File: config.mk
export PLATFORM = sky130hd
export DESIGN_NAME = cartridge_bank_mapper
export DESIGN_NICKNAME = d
export VERILOG_FILES = /design/src/cbm_pkg.sv /design/src/cbm_decode.sv /design/src/cartridge_bank_mapper.sv
export SDC_FILE = /design/constraint.sdc
export NUM_CORES = 1
export LEC_CHECK = 0
export ABC_AREA = 0
export BUFFER_PORTS_ARGS = -buffer_cell sky130_fd_sc_hd__buf_2
export CORE_AREA = 2 2 80 139
export CTS_CLUSTER_DIAMETER = 200
export DETAILED_ROUTE_END_ITERATION = 7
export DIE_AREA = 0 0 82 141
export SLEW_MARGIN = 5
export SYNTH_ARGS = -nofsm -noshare
export SYNTH_HDL_FRONTEND = slang
export SYNTH_SLANG_ARGS = --single-unit
File: constraint.sdc
create_clock -name clk -period 2.21 [get_ports clk]
set_input_delay 0.5525 -clock clk [delete_from_list [all_inputs] [get_ports clk]]
set_output_delay 0.5525 -clock clk [all_outputs]
set_load 0.1 [all_outputs]
File: src/cbm_pkg.sv
// Shared types and constants for the cartridge bank mapper.
package cbm_pkg;

  localparam int unsigned AddrW    = 16;
  localparam int unsigned DataW    = 8;
  localparam int unsigned MemAddrW = 21;
  localparam int unsigned RomBankW = 7;
  localparam int unsigned RamBankW = 2;
  localparam int unsigned LatchW   = 5;

  typedef logic [1:0] target_t;
  localparam target_t TGT_REG = 2'd0;
  localparam target_t TGT_ROM = 2'd1;
  localparam target_t TGT_RAM = 2'd2;
  localparam target_t TGT_SYS = 2'd3;

  // Bus regions of 8 KiB each, taken from the top three address bits.
  typedef logic [2:0] region_t;
  localparam region_t RGN_RAM_EN   = 3'd0;
  localparam region_t RGN_ROM_LOW  = 3'd1;
  localparam region_t RGN_ROM_HIGH = 3'd2;
  localparam region_t RGN_MODE     = 3'd3;
  localparam region_t RGN_CART_RAM = 3'd5;

  localparam logic [DataW-1:0] RamEnableKey = 8'h0A;
  localparam logic [DataW-1:0] BankHoleMask = 8'h9F;

  typedef struct packed {
    logic             mode;
    logic [AddrW-1:0] bus_address;
    logic [DataW-1:0] write_data;
  } in_item_t;

  typedef struct packed {
    target_t             target;
    logic [MemAddrW-1:0] mem_address;
    logic                is_write;
    logic [DataW-1:0]    data_out;
  } out_item_t;

  typedef struct packed {
    logic                bank_mode;
    logic                ram_enable;
    logic [RomBankW-1:0] rom_bank;
    logic [RamBankW-1:0] ram_bank;
    logic [LatchW-1:0]   low_bank_latch;
  } bank_state_t;

endpackage

File: src/cbm_decode.sv
// Access decode: register updates and address translation for one bus access.
module cbm_decode import cbm_pkg::*; (
  input  in_item_t    item,
  input  bank_state_t state,
  input  logic        sram_present,
  output out_item_t   result,
  output bank_state_t state_nxt
);

  region_t             region;
  logic [DataW-1:0]    low_v;
  logic [RomBankW-1:0] high_v;
  logic [MemAddrW-1:0] rom_addr;
  logic [MemAddrW-1:0] ram_addr;
  logic [MemAddrW-1:0] sys_addr;

  assign region   = item.bus_address[AddrW-1 -: 3];
  assign rom_addr = {state.rom_bank, item.bus_address[13:0]};
  assign ram_addr = {{(MemAddrW-RamBankW-13){1'b0}}, state.ram_bank, item.bus_address[12:0]};
  assign sys_addr = {{(MemAddrW-AddrW){1'b0}}, item.bus_address};

  // Bank numbers that would select bank zero of a quadrant are bumped by one.
  always_comb begin
    low_v = item.write_data;
    if ((item.write_data & BankHoleMask) == '0) begin
      low_v = item.write_data + 8'd1;
    end
    high_v = {item.write_data[1:0], state.low_bank_latch};
    if (high_v[LatchW-1:0] == '0) begin
      high_v = high_v + 7'd1;
    end
  end

  always_comb begin
    state_nxt = state;
    result    = '{target: TGT_SYS, mem_address: sys_addr, is_write: item.mode,
                  data_out: item.mode ? item.write_data : '0};
    if (item.mode) begin
      case (region)
        RGN_RAM_EN: begin
          state_nxt.ram_enable = ((item.write_data & RamEnableKey) == RamEnableKey);
          result = '0;
        end
        RGN_ROM_LOW: begin
          if (state.bank_mode) begin
            state_nxt.rom_bank = {2'b00, low_v[LatchW-1:0]};
          end else begin
            state_nxt.low_bank_latch = low_v[LatchW-1:0];
          end
          result = '0;
        end
        RGN_ROM_HIGH: begin
          if (state.bank_mode) begin
            state_nxt.ram_bank = item.write_data[RamBankW-1:0];
          end else begin
            state_nxt.rom_bank = high_v;
          end
          result = '0;
        end
        RGN_MODE: begin
          state_nxt.bank_mode = (item.write_data != '0);
          result = '0;
        end
        RGN_CART_RAM: begin
          // Cartridge RAM writes do not look at the RAM enable.
          if (sram_present) begin
            result.target      = TGT_RAM;
            result.mem_address = ram_addr;
          end
        end
        default: ;
      endcase
    end else begin
      case (region)
        RGN_RAM_EN, RGN_ROM_LOW: begin
          result.target = TGT_ROM;
        end
        RGN_ROM_HIGH, RGN_MODE: begin
          result.target      = TGT_ROM;
          result.mem_address = rom_addr;
        end
        RGN_CART_RAM: begin
          if (sram_present && state.ram_enable) begin
            result.target      = TGT_RAM;
            result.mem_address = ram_addr;
          end
        end
        default: ;
      endcase
    end
  end

endmodule

File: src/cartridge_bank_mapper.sv
// Top level of the cartridge bank mapper: input and result registers, bank state.
//
// Each item is one CPU bus access; each yields exactly one result item. An
// accepted item sits in the input register while it is decoded against the
// bank state, then moves to the result register, and a new item is taken
// every cycle while the result side keeps up. Bank state is updated on the
// edge the item leaves the input register, so a following access already
// sees the new banks. Write cfg_sram_present only while no item is in
// flight.
module cartridge_bank_mapper import cbm_pkg::*; (
  input  logic      clk,
  input  logic      rst_n,
  input  logic      in_valid,
  output logic      in_stall,
  input  in_item_t  in_item,
  output logic      out_valid,
  input  logic      out_stall,
  output out_item_t out_item,
  input  logic      cfg_we,
  input  logic      cfg_sram_present
);

  logic        in_valid_r;
  in_item_t    in_item_r;
  logic        out_valid_r;
  out_item_t   out_item_r;
  bank_state_t state_r;
  bank_state_t state_nxt;
  logic        sram_present_r;
  out_item_t   result;
  logic        advance;
  logic        load_in;

  // The input register may also fill while the result side is stalled, as long as it is empty.
  assign advance  = !out_valid_r || !out_stall;
  assign load_in  = advance || !in_valid_r;
  assign in_stall = !load_in;

  cbm_decode u_decode (
    .item         (in_item_r),
    .state        (state_r),
    .sram_present (sram_present_r),
    .result       (result),
    .state_nxt    (state_nxt)
  );

  always_ff @(posedge clk) begin
    if (!rst_n) begin
      in_valid_r     <= 1'b0;
      out_valid_r    <= 1'b0;
      sram_present_r <= 1'b0;
      state_r        <= '{bank_mode: 1'b0, ram_enable: 1'b0, rom_bank: 7'd1,
                          ram_bank: '0, low_bank_latch: '0};
    end else begin
      if (cfg_we) begin
        sram_present_r <= cfg_sram_present;
      end
      if (advance) begin
        out_valid_r <= in_valid_r;
        if (in_valid_r) begin
          state_r <= state_nxt;
        end
      end
      if (load_in) begin
        in_valid_r <= in_valid;
      end
    end
  end

  always_ff @(posedge clk) begin
    if (load_in) begin
      in_item_r <= in_item;
    end
    if (advance) begin
      out_item_r <= result;
    end
  end

  assign out_valid = out_valid_r;
  assign out_item  = out_item_r;

endmodule

==> run metrics <==
status=finished clean; vias in the first global route=2050; Die ar.=0.0116 mm²; leading cell type in the layout, fill and taps excluded=buf_2; unrepaired setup endpoints after global routing=no; Die H=141 µm; final-report hold violation count=0; wire per inst=14.9 µm; H-tree depth=3; clk_skew=0.00659 ns; Sw Ratio=0.272; TritonCTS buffer count=9; CP max FO=6; final setup fails=0; fin. max-slew vios=0; HPWL after DPL=4700 µm; Synth Register Bits=76; starting density of the core=0.289; family with the most delay on the worst path=simple AND/OR/NAND/NOR gates; fill count=1046; DR vias=1906; largest net degree at the start of global routing=28; worst slew pin tran=0.629 ns; antenna diode count=0; Final period util=0.884; Slowest cell on crit path=edfxtp_1; Reg power frac=0.467; floorplan row count=50; GP Congestion=0.823; # Post-CTS Setup Buffers=0; root buffer cell=clkbuf_16; Clock transition at path regs=0.06 ns; post-synthesis sequential area ratio=0.689; WS Path Type=reg -> reg; Final Routed Wirelength=6290 µm; # Max-Cap Violations=0; Clock Power Share=0.386; VDD IR max=436 µV; Buf+Inv Stages, Crit Path=1; All-Layer GR Usage=0.118; first-pass GRT wire length=9960 µm; Final Util=0.365; commonest cells after routing, fill and taps aside=63 x buf_2, 57 x edfxtp_1, 21 x and2_1; Pleak=0.00155 µW; Async SR Flop Fraction=0; power share of the combinational group=0.147; CTS resizes=0; GR Layer Usage met2=0.214; post-route ant nets=0; GR Layer Usage met3=0.0307; YS warnings=0; Pwr Density=923 mW/mm²; # clock sinks=76; I/O Buffers=64; grt total ovfl=0; CTS tree=built; mapped cell area=0.00304 mm²; global-route met1 utilization=0.115; Tmin final=1.95 ns; distinct cell type count after synthesis=50; EDFF count, synth=57; DR vias/cell=4.51; crit path cell chain=inv_1 > ha_1 > nor4b_2 > a21oi_1 > or3b_1 > a31o_1; DIE WIDTH=82 µm; Slew headroom=0.575; Syn Nets=252; Initial DRC Count=49; layout cell share with drive strength beyond 1=0.331; synthesized area per cell=14.0 µm²; Req. time, crit path=2.43 ns; type of the tightest min-delay check=in -> reg; worst skew pair latency=0.33 ns; Int Power=2580 µW; global routing's busiest layer=met2; Worst setup EP type=register; Worst Path Arrival=2.17 ns; post-synthesis cell count=217; hold bufs inserted after CTS=0; Max Fclk=512 MHz; clk buf depth=2; setup_tns=0 ns; nets=323; DRT Pass-1 Iters=4; Startpoint Class=register; P&R area growth vs syn=26.2%; initial antenna violation count=0; sw power=963 µW; placeable core area=0.0105 mm²; Remaining DRCs=0; Main synth FF type=edfxtp_1; Max stage delay on crit path=0.48 ns; I/O Pins=65
==> registers in the layout, summed over array words and instances, names as in the netlist <==
| signal | cells |
|---|---|
| in_item_r | 25 |
| in_valid_r | 1 |
| out_item | 32 |
| out_valid | 1 |
| sram_present_r | 1 |
| state_r | 16 |
==> routing by layer <==
metal	vias to the layer above	wire length (µm)
li1	928	-
met1	917	2240
met2	49	3570
met3	12	288
met4	0	197
met5	-	0
==> power groups by stage <==
stage               Combinational, µW  Clock (µW)  Sequential [µW]
global route                      543        1460             1660
CTS                               524        1410             1650
detailed placement                523           0             1680
finish                            520        1370             1650
global placement                  520           0             1680
floorplan                        95.9           0             2000
==> synthesized netlist by cell type, types with 2 or more instances <==
cell type | instances | share of area
mux2_2 | 2 | 0.0074
nand3_1 | 4 | 0.0066
a211oi_2 | 2 | 0.0082
and2_1 | 21 | 0.043
clkbuf_1 | 4 | 0.0049
buf_4 | 2 | 0.0049
nor2_1 | 17 | 0.021
a21oi_2 | 2 | 0.0058
mux2i_1 | 7 | 0.023
nand2b_1 | 4 | 0.0082
edfxtp_1 | 57 | 0.56
a21oi_1 | 5 | 0.0082
a211oi_1 | 4 | 0.0099
o21ai_0 | 4 | 0.0066
ha_1 | 4 | 0.016
dfxtp_1 | 19 | 0.13
inv_1 | 10 | 0.012
and3_1 | 8 | 0.016
buf_2 | 2 | 0.0033
nand2_1 | 9 | 0.011
==> path summary, 6_finish.rpt <==
kind                startpoint             to  slack, ns  cells past startpoint
hold reg to reg    state_r[13]    state_r[13]       0.48                      2
setup / recovery  in_item_r[1]     state_r[7]       0.26                      6
hold / removal     in_item[12]  in_item_r[12]       0.40                      1
setup reg to reg  in_item_r[1]     state_r[7]       0.26                      6
==> area by class of cell <==
class | instances | area [µm²] | area share
tap | 130 | 163 | 0.0424
multi-input combinational | 121 | 866 | 0.226
inverter | 10 | 41.3 | 0.0108
clock inverter | 4 | 42.5 | 0.0111
sequential | 76 | 2090 | 0.546
clock buffer | 12 | 236 | 0.0617
timing repair buffer | 70 | 393 | 0.102
==> worst reg2reg max path: cells and delay by family (launching register included) <==
| kind | cells | cell delay [ns] |
|---|---|---|
| flip-flops | 1 | 0.48 |
| buffers and inverters | 1 | 0.13 |
| AO/OA/AOI/OAI | 2 | 0.37 |
| adder cells (fa/ha/maj) | 1 | 0.15 |
| AND/OR/NAND/NOR | 2 | 0.73 |
==> stage by stage <==
stage	power, µW	hold slack, ns	area [µm²]	setup slack (ns)	cells
3_5_place_dp	2200	0.478	3560	0.281	407
3_3_place_gp	2200	0.480	3560	0.367	407
4_1_cts	3580	0.386	3830	0.266	423
2_1_floorplan	2100	0.442	3060	0.123	217
5_1_grt	3660	0.386	3830	0.0615	423
6_report	3540	0.397	3830	0.256	423
==> cell families after synthesis <==
family / Yosys count / share of synthesized area
adders and majority gates: 4 / 0.0165
and+or+nand+nor: 76 / 0.150
muxes: 9 / 0.0305
xor gates and xnor gates: 1 / 0.00288
buffers and inverters: 20 / 0.0305
DFF: 76 / 0.689
AOI/OAI and AO/OA: 31 / 0.0811
(Power assumes the default switching activity.)
